File: src/hw/rtl/led_comet_pkg.sv
// Shared widths, codes and reset values of the LED comet animator.
`timescale 1ns / 1ps

package led_comet_pkg;

   // Field and register widths.
   localparam int LedCountW = 11;
   localparam int TailW     = 4;
   localparam int BrightW   = 8;
   localparam int HueW      = 8;
   localparam int IndexW    = 10;
   localparam int ActionW   = 2;
   localparam int DivisorW  = TailW + 1;

   // Configuration port geometry.
   localparam int CsrAddrW = 4;
   localparam int CsrDataW = 32;

   // Default sizes of the block.
   localparam int MaxCometsDef = 4;
   localparam int MaxLedsDef   = 1024;

   // Longest tail that a render honours.
   localparam logic [TailW-1:0] TailMax = 4'd14;

   // Action codes of an input word.
   localparam logic [ActionW-1:0] ACT_ADVANCE = 2'd0;
   localparam logic [ActionW-1:0] ACT_LAUNCH  = 2'd1;
   localparam logic [ActionW-1:0] ACT_RENDER  = 2'd2;

   // Register indexes on the configuration port.
   localparam logic [1:0] REG_LED_COUNT = 2'd0;
   localparam logic [1:0] REG_TAIL_LEN  = 2'd1;
   localparam logic [1:0] REG_PEAK      = 2'd2;

   // Register reset values.
   localparam logic [LedCountW-1:0] LedCountRst = 11'd60;
   localparam logic [TailW-1:0]     TailLenRst  = 4'd4;
   localparam logic [BrightW-1:0]   PeakRst     = 8'd255;

endpackage

File: src/hw/rtl/led_comet_ifs.sv
// Handshake channels for input words and pixel write words.
`timescale 1ns / 1ps

interface led_comet_req_if;
   logic                                 valid;
   logic                                 ready;
   logic [led_comet_pkg::ActionW-1:0]    action;
   logic [led_comet_pkg::HueW-1:0]       launch_hue;

   modport source (output valid, output action, output launch_hue, input ready);
   modport sink   (input valid, input action, input launch_hue, output ready);
endinterface

interface led_comet_rsp_if;
   logic                                 valid;
   logic                                 ready;
   logic [led_comet_pkg::IndexW-1:0]     led_index;
   logic [led_comet_pkg::HueW-1:0]       pixel_hue;
   logic [led_comet_pkg::BrightW-1:0]    pixel_value;
   logic                                 last;

   modport source (output valid, output led_index, output pixel_hue, output pixel_value,
                   output last, input ready);
   modport sink   (input valid, input led_index, input pixel_hue, input pixel_value,
                   input last, output ready);
endinterface

File: src/hw/rtl/led_comet_animator_unit.sv
// Top level of the LED comet animator: slot store, sequencer and register port.
`timescale 1ns / 1ps

// The animator keeps MAX_COMETS comet slots and handles one input word at a
// time; req_ch.ready is low while a word is being worked on. A small sequencer
// walks the slots in turn through a single shared compare and add path.
// An advance is accepted and then walks every slot; a launch walks the slots
// until it claims the lowest free one or reaches the last. A render first runs
// the bit-serial divider that finds the brightness fall per tail segment, then
// visits each slot for its head, then each tail segment of every active slot
// (tail_length + 1 of them), and ends with a closing flush step. Each pixel
// write is held one step back so that the final write can carry last; a
// stalled result port holds the walk until the output register frees up.
// Registers sit at byte addresses 0, 4 and 8 and should be written only
// while the block is idle.
module led_comet_animator_unit #(
   parameter int MAX_COMETS = led_comet_pkg::MaxCometsDef,
   parameter int MAX_LEDS   = led_comet_pkg::MaxLedsDef
) (
   input  logic                                 clock,
   input  logic                                 reset,
   led_comet_req_if.sink                        req_ch,
   led_comet_rsp_if.source                      rsp_ch,
   input  logic                                 psel,
   input  logic                                 penable,
   input  logic                                 pwrite,
   input  logic [led_comet_pkg::CsrAddrW-1:0]   paddr,
   input  logic [led_comet_pkg::CsrDataW-1:0]   pwdata,
   output logic [led_comet_pkg::CsrDataW-1:0]   prdata,
   output logic                                 pready
);

   localparam int LedW   = led_comet_pkg::LedCountW;
   localparam int TailW  = led_comet_pkg::TailW;
   localparam int BrW    = led_comet_pkg::BrightW;
   localparam int HueW   = led_comet_pkg::HueW;
   localparam int IdxW   = led_comet_pkg::IndexW;
   localparam int DivW   = led_comet_pkg::DivisorW;
   localparam int DataW  = led_comet_pkg::CsrDataW;
   localparam int SlotW  = (MAX_COMETS > 1) ? $clog2(MAX_COMETS) : 1;
   localparam logic [SlotW-1:0] LastSlot = SlotW'(MAX_COMETS - 1);
   localparam logic [LedW-1:0]  LedLimit = LedW'(MAX_LEDS);

   typedef enum logic [2:0] {
      ST_IDLE,
      ST_ADVANCE,
      ST_LAUNCH,
      ST_DIVIDE,
      ST_HEADS,
      ST_TAILS,
      ST_FLUSH
   } state_type;

   // Registers.
   state_type        state_ff, state_in;
   logic [LedW-1:0]  led_count_ff, led_count_in;
   logic [TailW-1:0] tail_len_ff, tail_len_in;
   logic [BrW-1:0]   peak_ff, peak_in;
   logic [LedW-1:0]  head_ff [MAX_COMETS];
   logic [LedW-1:0]  head_in [MAX_COMETS];
   logic [MAX_COMETS-1:0] active_ff, active_in;
   logic [HueW-1:0]  hue_mem [MAX_COMETS];
   logic [HueW-1:0]  launch_hue_ff, launch_hue_in;
   logic [SlotW-1:0] slot_ff, slot_in;
   logic [TailW-1:0] seg_ff, seg_in;
   logic [BrW-1:0]   val_ff, val_in;
   logic [BrW-1:0]   step_ff, step_in;
   // Held-back pixel write.
   logic             pend_v_ff, pend_v_in;
   logic [IdxW-1:0]  pend_idx_ff, pend_idx_in;
   logic [HueW-1:0]  pend_hue_ff, pend_hue_in;
   logic [BrW-1:0]   pend_val_ff, pend_val_in;
   // Output register.
   logic             out_v_ff, out_v_in;
   logic [IdxW-1:0]  out_idx_ff, out_idx_in;
   logic [HueW-1:0]  out_hue_ff, out_hue_in;
   logic [BrW-1:0]   out_val_ff, out_val_in;
   logic             out_last_ff, out_last_in;

   // Combinational helpers.
   logic             cfg_wr;
   logic [LedW-1:0]  n_eff;
   logic [TailW-1:0] t_eff;
   logic [LedW:0]    free_limit;
   logic [LedW-1:0]  head_cur;
   logic             act_cur;
   logic [DivW-1:0]  back;
   logic [LedW-1:0]  tail_pos;
   logic [BrW-1:0]   tail_val;
   logic             cand_v;
   logic [IdxW-1:0]  cand_idx;
   logic [BrW-1:0]   cand_val;
   logic             out_free;
   logic             stall;
   logic             hue_we;
   logic             div_start;
   logic             div_done;
   logic [BrW-1:0]   div_quot;

   // Register writes complete on the access phase.
   assign cfg_wr = psel && penable && pwrite && pready;
   assign pready = 1'b1;

   // Register read-back.
   always_comb begin
      case (paddr[3:2])
         led_comet_pkg::REG_LED_COUNT: prdata = DataW'(led_count_ff);
         led_comet_pkg::REG_TAIL_LEN:  prdata = DataW'(tail_len_ff);
         led_comet_pkg::REG_PEAK:      prdata = DataW'(peak_ff);
         default:                      prdata = '0;
      endcase
   end

   // Effective strip length and tail length.
   assign n_eff      = (led_count_ff > LedLimit) ? LedLimit : led_count_ff;
   assign t_eff      = (tail_len_ff > led_comet_pkg::TailMax) ? led_comet_pkg::TailMax
                                                              : tail_len_ff;
   assign free_limit = {1'b0, n_eff} + (LedW + 1)'(t_eff);

   // The slot under the sequencer and its current tail segment.
   assign head_cur = head_ff[slot_ff];
   assign act_cur  = active_ff[slot_ff];
   assign back     = {1'b0, seg_ff} + 1'b1;
   assign tail_pos = head_cur - LedW'(back);
   assign tail_val = val_ff - step_ff;

   // Candidate pixel write for this cycle.
   always_comb begin
      cand_v   = 1'b0;
      cand_idx = head_cur[IdxW-1:0];
      cand_val = peak_ff;
      case (state_ff)
         ST_HEADS: begin
            cand_v = act_cur && (head_cur < n_eff);
         end
         ST_TAILS: begin
            cand_v   = act_cur && (head_cur >= LedW'(back)) && (tail_pos < n_eff);
            cand_idx = tail_pos[IdxW-1:0];
            cand_val = tail_val;
         end
         default: begin
            cand_v = 1'b0;
         end
      endcase
   end

   assign out_free = !out_v_ff || rsp_ch.ready;
   assign stall    = cand_v && pend_v_ff && !out_free;

   // Sequencer and datapath next values.
   always_comb begin
      state_in      = state_ff;
      led_count_in  = led_count_ff;
      tail_len_in   = tail_len_ff;
      peak_in       = peak_ff;
      head_in       = head_ff;
      active_in     = active_ff;
      launch_hue_in = launch_hue_ff;
      slot_in       = slot_ff;
      seg_in        = seg_ff;
      val_in        = val_ff;
      step_in       = step_ff;
      pend_v_in     = pend_v_ff;
      pend_idx_in   = pend_idx_ff;
      pend_hue_in   = pend_hue_ff;
      pend_val_in   = pend_val_ff;
      out_v_in      = out_v_ff && !rsp_ch.ready;
      out_idx_in    = out_idx_ff;
      out_hue_in    = out_hue_ff;
      out_val_in    = out_val_ff;
      out_last_in   = out_last_ff;
      hue_we        = 1'b0;
      div_start     = 1'b0;

      if (cfg_wr) begin
         case (paddr[3:2])
            led_comet_pkg::REG_LED_COUNT: led_count_in = pwdata[LedW-1:0];
            led_comet_pkg::REG_TAIL_LEN:  tail_len_in  = pwdata[TailW-1:0];
            led_comet_pkg::REG_PEAK:      peak_in      = pwdata[BrW-1:0];
            default:                      led_count_in = led_count_ff;
         endcase
      end

      // A new pixel write pushes the held one out, not marked last.
      if (cand_v && !stall) begin
         if (pend_v_ff) begin
            out_v_in    = 1'b1;
            out_idx_in  = pend_idx_ff;
            out_hue_in  = pend_hue_ff;
            out_val_in  = pend_val_ff;
            out_last_in = 1'b0;
         end
         pend_v_in   = 1'b1;
         pend_idx_in = cand_idx;
         pend_hue_in = hue_mem[slot_ff];
         pend_val_in = cand_val;
      end

      case (state_ff)
         ST_IDLE: begin
            slot_in       = '0;
            launch_hue_in = req_ch.launch_hue;
            if (req_ch.valid) begin
               case (req_ch.action)
                  led_comet_pkg::ACT_ADVANCE: state_in = ST_ADVANCE;
                  led_comet_pkg::ACT_LAUNCH:  state_in = ST_LAUNCH;
                  led_comet_pkg::ACT_RENDER: begin
                     state_in  = ST_DIVIDE;
                     div_start = 1'b1;
                  end
                  default: state_in = ST_IDLE;
               endcase
            end
         end

         // Move each active head one step, or free it past the tail end.
         ST_ADVANCE: begin
            if (act_cur) begin
               if ({1'b0, head_cur} >= free_limit) begin
                  active_in[slot_ff] = 1'b0;
               end else begin
                  head_in[slot_ff] = head_cur + 1'b1;
               end
            end
            if (slot_ff == LastSlot) begin
               state_in = ST_IDLE;
            end else begin
               slot_in = slot_ff + 1'b1;
            end
         end

         // Claim the lowest free slot.
         ST_LAUNCH: begin
            if (!act_cur) begin
               active_in[slot_ff] = 1'b1;
               head_in[slot_ff]   = '0;
               hue_we             = 1'b1;
               state_in           = ST_IDLE;
            end else if (slot_ff == LastSlot) begin
               state_in = ST_IDLE;
            end else begin
               slot_in = slot_ff + 1'b1;
            end
         end

         ST_DIVIDE: begin
            if (div_done) begin
               step_in  = div_quot;
               state_in = ST_HEADS;
            end
         end

         ST_HEADS: begin
            if (!stall) begin
               if (slot_ff == LastSlot) begin
                  slot_in  = '0;
                  seg_in   = '0;
                  val_in   = peak_ff;
                  state_in = ST_TAILS;
               end else begin
                  slot_in = slot_ff + 1'b1;
               end
            end
         end

         // Walk the tail segments of each active slot, fading as it goes.
         ST_TAILS: begin
            if (!stall) begin
               if (!act_cur || (seg_ff == t_eff)) begin
                  seg_in = '0;
                  val_in = peak_ff;
                  if (slot_ff == LastSlot) begin
                     state_in = ST_FLUSH;
                  end else begin
                     slot_in = slot_ff + 1'b1;
                  end
               end else begin
                  seg_in = seg_ff + 1'b1;
                  val_in = tail_val;
               end
            end
         end

         // Release the held write as the final one of the render.
         ST_FLUSH: begin
            if (!pend_v_ff) begin
               state_in = ST_IDLE;
            end else if (out_free) begin
               out_v_in    = 1'b1;
               out_idx_in  = pend_idx_ff;
               out_hue_in  = pend_hue_ff;
               out_val_in  = pend_val_ff;
               out_last_in = 1'b1;
               pend_v_in   = 1'b0;
               state_in    = ST_IDLE;
            end
         end

         default: begin
            state_in = ST_IDLE;
         end
      endcase
   end

   // State and registered outputs.
   always_ff @(posedge clock) begin
      if (reset) begin
         state_ff     <= ST_IDLE;
         led_count_ff <= led_comet_pkg::LedCountRst;
         tail_len_ff  <= led_comet_pkg::TailLenRst;
         peak_ff      <= led_comet_pkg::PeakRst;
         active_ff    <= '0;
         pend_v_ff    <= 1'b0;
         out_v_ff     <= 1'b0;
         slot_ff      <= '0;
         seg_ff       <= '0;
      end else begin
         state_ff     <= state_in;
         led_count_ff <= led_count_in;
         tail_len_ff  <= tail_len_in;
         peak_ff      <= peak_in;
         active_ff    <= active_in;
         pend_v_ff    <= pend_v_in;
         out_v_ff     <= out_v_in;
         slot_ff      <= slot_in;
         seg_ff       <= seg_in;
      end
      head_ff       <= head_in;
      launch_hue_ff <= launch_hue_in;
      val_ff        <= val_in;
      step_ff       <= step_in;
      pend_idx_ff   <= pend_idx_in;
      pend_hue_ff   <= pend_hue_in;
      pend_val_ff   <= pend_val_in;
      out_idx_ff    <= out_idx_in;
      out_hue_ff    <= out_hue_in;
      out_val_ff    <= out_val_in;
      out_last_ff   <= out_last_in;
   end

   // Slot hue store, written only at a launch.
   always_ff @(posedge clock) begin
      if (hue_we) begin
         hue_mem[slot_ff] <= launch_hue_ff;
      end
   end

   // Brightness fall per segment: peak_brightness / (tail_length + 1).
   led_comet_div u_div (
      .clock    (clock),
      .reset    (reset),
      .start    (div_start),
      .dividend (peak_ff),
      .divisor  ({1'b0, t_eff} + 1'b1),
      .done     (div_done),
      .quotient (div_quot)
   );

   // Channel ports.
   assign req_ch.ready       = (state_ff == ST_IDLE);
   assign rsp_ch.valid       = out_v_ff;
   assign rsp_ch.led_index   = out_idx_ff;
   assign rsp_ch.pixel_hue   = out_hue_ff;
   assign rsp_ch.pixel_value = out_val_ff;
   assign rsp_ch.last        = out_last_ff;

endmodule

File: src/hw/rtl/led_comet_div.sv
// Bit-serial restoring divider that works out the per-segment brightness fall.
`timescale 1ns / 1ps

module led_comet_div (
   input  logic                                  clock,
   input  logic                                  reset,
   input  logic                                  start,
   input  logic [led_comet_pkg::BrightW-1:0]     dividend,
   input  logic [led_comet_pkg::DivisorW-1:0]    divisor,
   output logic                                  done,
   output logic [led_comet_pkg::BrightW-1:0]     quotient
);

   localparam int DvdW = led_comet_pkg::BrightW;
   localparam int DivW = led_comet_pkg::DivisorW;
   localparam int CntW = $clog2(DvdW);

   logic [DvdW-1:0] dvd_ff, dvd_in;
   logic [DivW-2:0] rem_ff, rem_in;
   logic [CntW-1:0] cnt_ff, cnt_in;
   logic            run_ff, run_in;
   logic            done_ff, done_in;
   logic [DivW-1:0] rem_sh;
   logic [DivW-1:0] diff;
   logic            fits;

   // One quotient bit a cycle: shift in the next dividend bit and try a subtract.
   always_comb begin
      rem_sh  = {rem_ff, dvd_ff[DvdW-1]};
      fits    = (rem_sh >= divisor);
      diff    = rem_sh - divisor;
      dvd_in  = dvd_ff;
      rem_in  = rem_ff;
      cnt_in  = cnt_ff;
      run_in  = run_ff;
      done_in = 1'b0;
      if (start) begin
         dvd_in = dividend;
         rem_in = '0;
         cnt_in = CntW'(DvdW - 1);
         run_in = 1'b1;
      end else if (run_ff) begin
         dvd_in = {dvd_ff[DvdW-2:0], fits};
         rem_in = fits ? diff[DivW-2:0] : rem_sh[DivW-2:0];
         cnt_in = cnt_ff - 1'b1;
         if (cnt_ff == '0) begin
            run_in  = 1'b0;
            done_in = 1'b1;
         end
      end
   end

   // Control state is cleared by reset; the datapath is not.
   always_ff @(posedge clock) begin
      if (reset) begin
         run_ff  <= 1'b0;
         done_ff <= 1'b0;
      end else begin
         run_ff  <= run_in;
         done_ff <= done_in;
      end
      dvd_ff <= dvd_in;
      rem_ff <= rem_in;
      cnt_ff <= cnt_in;
   end

   assign done     = done_ff;
   assign quotient = dvd_ff;

endmodule
File: src/flat_wrapper.sv
// flat-port wrapper written by rule: the top's interface ports become plain ports
module led_comet_animator_unit_flat 
#(
   parameter int MAX_COMETS = led_comet_pkg::MaxCometsDef,
   parameter int MAX_LEDS   = led_comet_pkg::MaxLedsDef
)
  (clock, reset, psel, penable, pwrite, paddr, pwdata, prdata, pready, req_ch_valid, req_ch_action, req_ch_launch_hue, req_ch_ready, rsp_ch_valid, rsp_ch_led_index, rsp_ch_pixel_hue, rsp_ch_pixel_value, rsp_ch_last, rsp_ch_ready);
  led_comet_req_if req_ch_i ();
  led_comet_rsp_if rsp_ch_i ();
  input  logic clock;
  input  logic reset;
  input  logic psel;
  input  logic penable;
  input  logic pwrite;
  input  logic [led_comet_pkg::CsrAddrW-1:0] paddr;
  input  logic [led_comet_pkg::CsrDataW-1:0] pwdata;
  output logic [led_comet_pkg::CsrDataW-1:0] prdata;
  output logic pready;
  input wire logic [$bits(req_ch_i.valid)-1:0] req_ch_valid;
  input wire logic [$bits(req_ch_i.action)-1:0] req_ch_action;
  input wire logic [$bits(req_ch_i.launch_hue)-1:0] req_ch_launch_hue;
  output wire logic [$bits(req_ch_i.ready)-1:0] req_ch_ready;
  output wire logic [$bits(rsp_ch_i.valid)-1:0] rsp_ch_valid;
  output wire logic [$bits(rsp_ch_i.led_index)-1:0] rsp_ch_led_index;
  output wire logic [$bits(rsp_ch_i.pixel_hue)-1:0] rsp_ch_pixel_hue;
  output wire logic [$bits(rsp_ch_i.pixel_value)-1:0] rsp_ch_pixel_value;
  output wire logic [$bits(rsp_ch_i.last)-1:0] rsp_ch_last;
  input wire logic [$bits(rsp_ch_i.ready)-1:0] rsp_ch_ready;
  assign req_ch_i.valid = req_ch_valid;
  assign req_ch_i.action = req_ch_action;
  assign req_ch_i.launch_hue = req_ch_launch_hue;
  assign req_ch_ready = req_ch_i.ready;
  assign rsp_ch_valid = rsp_ch_i.valid;
  assign rsp_ch_led_index = rsp_ch_i.led_index;
  assign rsp_ch_pixel_hue = rsp_ch_i.pixel_hue;
  assign rsp_ch_pixel_value = rsp_ch_i.pixel_value;
  assign rsp_ch_last = rsp_ch_i.last;
  assign rsp_ch_i.ready = rsp_ch_ready;
  led_comet_animator_unit #(.MAX_COMETS(MAX_COMETS), .MAX_LEDS(MAX_LEDS)) u_core (.clock(clock), .reset(reset), .req_ch(req_ch_i), .rsp_ch(rsp_ch_i), .psel(psel), .penable(penable), .pwrite(pwrite), .paddr(paddr), .pwdata(pwdata), .prdata(prdata), .pready(pready));
endmodule
File: config.mk
export PLATFORM = sky130hd
export DESIGN_NAME = led_comet_animator_unit_flat
export DESIGN_NICKNAME = d
export VERILOG_FILES = /design/src/hw/rtl/led_comet_pkg.sv /design/src/hw/rtl/led_comet_ifs.sv /design/src/hw/rtl/led_comet_animator_unit.sv /design/src/hw/rtl/led_comet_div.sv /design/src/flat_wrapper.sv
export SDC_FILE = /design/constraint.sdc
export NUM_CORES = 1
export LEC_CHECK = 0
export BUFFER_PORTS_ARGS = -buffer_cell sky130_fd_sc_hd__clkbuf_2
export CORE_ASPECT_RATIO = 2
export CORE_MARGIN = 2
export CORE_UTILIZATION = 60
export DETAILED_ROUTE_END_ITERATION = 7
export GPL_TIMING_DRIVEN = 0
export PLACE_DENSITY_LB_ADDON = 0.25
export SYNTH_ARGS = -nofsm -noshare
export SYNTH_HDL_FRONTEND = slang
export SYNTH_SLANG_ARGS = --single-unit
export TNS_END_PERCENT = 50
File: constraint.sdc
create_clock -name clock -period 6.3 [get_ports clock]
set_input_delay 1.575 -clock clock [delete_from_list [all_inputs] [get_ports clock]]
set_output_delay 1.575 -clock clock [all_outputs]
set_load 0.01 [all_outputs]
---- Word-level counts from Yosys, hierarchy flattened ----
Memory sizes are Yosys's and may differ from the RTL's. A register that Yosys moved wholly into a read port is not among the register bits.
Cells that the tools add are included.
operators by class
  $add $sub $neg .......................... 10
  $lt $le $gt $ge ......................... 11
  equality and inequality tests ........... 25
  muxes and demuxes ....................... 97
  bitwise operators ....................... 7
  reduce and logical (&&, ||, !) cells .... 36
operators by type and width
  cell                                                   number
  2-to-1 mux 8 bit                                       17
  2-to-1 mux 44 bit                                      3
  case mux 44 bit (2 select lines)                       1
  2-to-1 mux 10 bit                                      6
  bitwise AND 44 bit                                     1
  bitwise mux 44 bit                                     1
  2-to-1 mux 11 bit                                      4
  inverter 44 bit                                        1
  2-to-1 mux 4 bit                                       9
  2-to-1 mux 3 bit                                       11
  case mux 11 bit (3 select lines)                       1
  2-to-1 mux 1 bit                                       27
  binary-select mux 11 bit (select 2 bit)                1
  demux 11 bit (select 2 bit)                            1
  < comparator 11 bit                                    2
  case mux 3 bit (7 select lines)                        1
  case mux 4 bit (2 select lines)                        2
  case mux 8 bit (2 select lines)                        1
  adder 11 x 4 -> 12 bit                                 1
  greater-or-equal comparator 11 x 12 -> 1 bit           1
  2-to-1 mux 2 bit                                       6
  inequality test 2 x 1 -> 1 bit, second input constant  6
  inequality test 2 bit, second input constant           6
  AND reduction 4 bit                                    3
  other kinds (44)                                       73
word-level totals
  bits in registers ....................... 168
  memory bits (writable) .................. 32
  input port bits ......................... 53
  output and inout port bits .............. 62
  logic and storage cells ................. 214
  memories ................................ 1
memories
  name            words  bits a word  rd ports  clocked after memory_dff  write ports  line                           source
  u_core.hue_mem  4      8            1         1                         1            led_comet_animator_unit.sv:62  logic [HueW-1:0] hue_mem [MAX_COMETS];

---- Depth between registers and ports, before layout ----
  word-level depth ........................ 16
  mapped depth ............................ 21

---- Hierarchy ----
A second synthesis with hierarchy kept.
unflattened totals
  cell total of the unflattened synthesis .. 1004
  area, all modules ....................... 11219.5 um2
by module, submodules not included
  module                   instances  cells each  area each (um2)  sequential area each (um2)
  led_comet_animator_unit  1          914         10247.3          5084.9
  led_comet_div            1          90          972.2            420.4

---- Worst setup path before layout ----
No wires, ideal clock.
  path type ............................... reg2reg
  from .................................... reg u_core.slot_ff[0]
  to ...................................... reg u_core.pend_hue_ff[0] (read register of u_core.hue_mem), enable pin
  data arrival time ....................... 5.347 ns
  slack ................................... 0.544 ns
  cell stages (with the launch flop) ...... 21
  period minus slack after synthesis ...... 5.756 ns
  cells stage by stage .................... dfxtp_1 -> buf_6 -> buf_6 -> mux4_2 -> inv_1 -> ha_1 -> inv_1 -> fa_1 -> a21o_1 -> a21oi_1 -> o21ai_1 -> or3_1 -> or3_1 -> xnor2_1 -> ha_1 -> nand4_1 -> nor3_1 -> a22oi_1 -> o211ai_2 -> and2_1 -> nor2_1
on the way
  word-level cells in the longest chain between the ends .. 12
  elaborated cells on any way between the ends .. 18
RTL lines
  element                                                                                     line                                                            source
  start: declaration                                                                          led_comet_animator_unit.sv:64                                   logic [SlotW-1:0] slot_ff, slot_in;
  start signal: assignment                                                                    led_comet_animator_unit.sv:325                                  slot_ff <= slot_in;
  inverter 2 -> 3 bit (implied by the code)                                                   led_comet_animator_unit.sv:121                                  assign head_cur = head_ff[slot_ff];
  binary-select mux 11 bit (select 2 bit)                                                     led_comet_animator_unit.sv:121
  2-to-1 mux 11 bit (implied by the code) (2 in a row)                                        led_comet_animator_unit.sv:121
  subtractor 11 x 5 -> 11 bit or greater-or-equal comparator 11 x 5 -> 1 bit (tied branches)  led_comet_animator_unit.sv:124, led_comet_animator_unit.sv:137
  < comparator 11 bit or logical AND 1 bit (tied branches)                                    led_comet_animator_unit.sv:137                                  cand_v = act_cur && (head_cur >= LedW'(back)) && (tail_pos < n_eff);
  logical AND 1 bit                                                                           led_comet_animator_unit.sv:137
  case mux 1 bit (2 select lines)                                                             led_comet_animator_unit.sv:132                                  case (state_ff)
  logical AND 1 bit (2 in a row)                                                              led_comet_animator_unit.sv:148                                  assign stall = cand_v && pend_v_ff && !out_free;
  zero test 1 bit                                                                             led_comet_animator_unit.sv:185                                  if (cand_v && !stall) begin
  logical AND 1 bit                                                                           led_comet_animator_unit.sv:185
  end: declaration                                                                            led_comet_animator_unit.sv:71                                   logic [HueW-1:0] pend_hue_ff, pend_hue_in;
Parallel ways exist; a longest one is shown, timed or not. The select of a mux whose other input is x is not followed.
A chain may end at the register's enable or synchronous reset.

---- Worst setup path in the final report ----
  from .................................... reg u_core.slot_ff[0]
  to ...................................... reg u_core.pend_hue_ff[7] (read register of u_core.hue_mem), enable pin
The elaborated chain is that of the path after synthesis.

==> results by group <==
Cells and area
  • Post-Layout Cell Count: 1,325
  • Nets: 1,217
  • Share of layout cells above drive strength 1: 18.8%
  • Final core utilization: 68.7%
  • Layout area overhead: 12.8%
  • N_diodes: 0

Synth
  • Yosys top cell area share: 36.3%
  • Main synth FF type: edfxtp_1
  • Mean post-synth cell area: 11.3 um^2
  • Register area share after synthesis: 49.7%
  • Library cells used by synthesis: 66
  • Yosys top cell by area: edfxtp_1
  • Synthesized cell area: 0.0111 mm^2
  • Synth top cells by count: edfxtp_1 (134), nand2_1 (102), dfxtp_1 (74)
  • Synth Instances: 982
  • Yosys warnings: 0
  • #FFs+latches synth: 208
  • Top-count cell post-synth: edfxtp_1
  • Post-synth EDFFs: 134
  • Area contributors post-synth: edfxtp_1 (36%), dfxtp_1 (13%), ha_1 (7.2%)
  • Ys async rst share: 0%

STA
  • Final Max Tran Viols: 0
  • Least-Margin Pin Slew: 963 ps
  • Worst Clk Skew: 20.4 ps
  • RSZ-0062 raised after global routing: false
  • Fmax: 0.172 GHz
  • Final hold vios: 0
  • Min Tclk post-route: 5830 ps
  • TNS Setup: 0 ps
  • Final Worst Setup Slack: 474 ps
  • Setup violations, final: 0
  • Slew margin rel.: 35.4%
  • Fin crit share: 92.5%

Setup path
  • Worst EP required: 6500 ps
  • CP Capture Type: flop
  • Reg2Reg Depth: 21
  • Arrival time worst endpoint: 6030 ps
  • CP Max Fanout: 16
  • Crit path capture: u_core.pend_hue_ff[7]$_DFFE_PN_
  • Setup crit start kind: flop
  • RR Startpoint: u_core.slot_ff[0]$_SDFFE_PP0P_
  • FF-to-FF End: u_core.pend_hue_ff[7]$_DFFE_PN_
  • Crit Path Class: reg2reg
  • Reg-to-reg slack, setup: 470 ps
  • Worst setup path startpoint: u_core.slot_ff[0]$_SDFFE_PP0P_

Clock tree
  • H-tree levels: 1
  • Clock insertion delay at the later pin of the skew report: 510 ps
  • CTS root buffer: clkbuf_16
  • CTS sink count: 208
  • CTS tree: yes
  • Clock slew at reported path FFs: 70 ps
  • CTS Buffer Depth: 3
  • Num CTS Buffers: 19

Floorplan
  • Die Ht: 196 um
  • Chip width: 100 um
  • FP Rows: 70
  • Placeable Area: 0.0182 mm^2
  • # IOs: 115
  • Starting Density: 60.9%
  • Die ar.: 0.0196 mm^2

Flow run
  • Max-capacitance violation count: 0

Global route
  • GRT Resource Usage Total: 28.0%
  • Grt ovf: 0
  • Number of global-route vias before repair: 8,226
  • First-pass GRT wire length: 42,400 um
  • Largest net degree at the start of global routing: 17
  • Antenna violations before repair: 0

Pwr
  • PD cells: 311 mW/mm^2
  • Leakage: 5.03 nW
  • Pwr Total: 0.00390 W
  • Worst vdd ir: 269 uV

Placed design
  • Pre-CTS WS: 53.4 ps
  • Gpl congestion: 0.916
  • HPWL after DPL: 20,800 um
  • Placed Cells: 1,291
  • IO Port Bufs: 68

Drt
  • Via Count: 7,952
  • First drt pass iteration count: 5
  • WL/cell: 20.6 um
  • Vias/cell: 6.00
  • DRT iter0 DRCs: 398
  • Final WL: 27,300 um
  • # DRC: 0
  • Post-route ant nets: 0

Hold path
  • Type of the most critical hold path: reg2reg
  • Hold_sp: u_core.u_div.quotient[0]$_DFFE_PP_

Outcome
  • Outcome: complete, no violations
==> where the power goes <==
group / switching [W] / internal, W
combinational: 0.000631 / 0.000416
sequential: 0.0000577 / 0.00159
clock: 0.000497 / 0.000699
==> layer usage <==
| metal | GRT usage (%) | wire (um) | vias up |
|---|---|---|---|
| met5 | 0 | 0 | - |
| met4 | 17.4 | 1900 | 0 |
| met3 | 3.21 | 985 | 110 |
| met2 | 53.6 | 15200 | 265 |
| met1 | 27.4 | 9240 | 3815 |
| li1 | - | - | 3762 |
==> worst max-delay path, stage by stage, from the launching register on <==
cell and delay, ps:
dfxtp_1 410, buf_6 160, buf_6 190, mux4_2 620, inv_1 140, ha_1 180
inv_1 60, fa_1 390, a21o_1 190, a21oi_1 210, o21ai_1 170, or3_1 400
or3_1 340, xnor2_1 130, ha_1 290, nand4_1 110, nor3_1 60, a22oi_1 340
o211ai_2 240, and2_1 240, nor2_4 390, buf_6 230
==> cell families after synthesis <==
kind of cell	share of synthesized area, %
flops	49.7
fa+ha+maj	7.94
other cells	0.0677
mux	10.2
simple gates	12.5
xor+xnor	3.55
buf+inv	4.88
compound gates	11.2
==> what timing repair did <==
action / CTS / global route
buffers inserted: 0 / 0
setup endpoints to repair: 0 / 26
resized for setup: 0 / 2
hold buffers: 0 / 0
==> cell type report <==
| type | count | area [um^2] |
|---|---|---|
| Fill cell | 1415 | 5710 |
| Sequential cell | 208 | 5510 |
| Multi-Input combinational cell | 681 | 5160 |
| Clock buffer | 28 | 559 |
| Timing Repair Buffer | 73 | 389 |
| Buffer | 69 | 377 |
| Tap cell | 216 | 270 |
| Inverter | 44 | 165 |
| Clock inverter | 6 | 83.8 |
==> worst min path at each step <==
stage | cells past startpoint | slack (ps) | endpoint
after floorplan | 0 | 420 | u_core.step_ff[0]$_DFFE_PP_
after global placement | 0 | 430 | u_core.step_ff[5]$_DFFE_PP_
after detailed placement | 0 | 440 | u_core.step_ff[5]$_DFFE_PP_
after CTS | 0 | 450 | u_core.step_ff[5]$_DFFE_PP_
after global routing | 0 | 460 | u_core.step_ff[2]$_DFFE_PP_
final | 0 | 450 | u_core.step_ff[0]$_DFFE_PP_
==> sequential cells by signal, indices dropped and copies added, names as in the netlist, 8 cells and up, named ones only <==
| signal | cells |
|---|---|
| u_core.pend_hue_ff | 8 |
| u_core.rsp_ch.pixel_hue | 8 |
| u_core.launch_hue_ff | 8 |
| u_core.hue_mem | 32 |
| u_core.head_ff | 44 |
| u_core.led_count_ff | 11 |
| u_core.pend_val_ff | 8 |
| u_core.pend_idx_ff | 10 |
| u_core.val_ff | 8 |
| u_core.u_div.quotient | 8 |
| u_core.rsp_ch.pixel_value | 8 |
| u_core.step_ff | 8 |
| u_core.rsp_ch.led_index | 10 |
| u_core.peak_ff | 8 |
==> placed cells by master, fill, tap and decap left out, types with 5 or more instances in the layout <==
cell type / count
buf_4: 24
nor2_1: 55
mux2_4: 20
nor3_1: 21
edfxtp_1: 134
nor2b_1: 19
a211oi_1: 8
mux4_2: 20
mux2i_1: 16
conb_1: 22
buf_1: 5
clkbuf_2: 69
a21o_1: 7
xnor2_1: 31
nand3b_1: 6
xor2_1: 14
clkbuf_8: 5
o31ai_1: 8
clkbuf_1: 38
clkbuf_16: 19
o21ai_0: 47
a22o_1: 24
ha_1: 64
o21a_1: 6
or3_1: 5
nand2_1: 102
inv_1: 44
nand3_1: 27
a21oi_1: 43
mux2_2: 20
buf_6: 7
nand2b_1: 14
a211o_1: 9
and2_1: 7
dfxtp_1: 74
==> metrics by stage <==
step	instance area [um^2]	hold WS [ps]
after detailed placement	11800	438
after CTS	12500	453
after global routing	12500	459
final	12500	454
after floorplan	11200	420
after global placement	11800	430
Power figures use the tool's default switching activity.
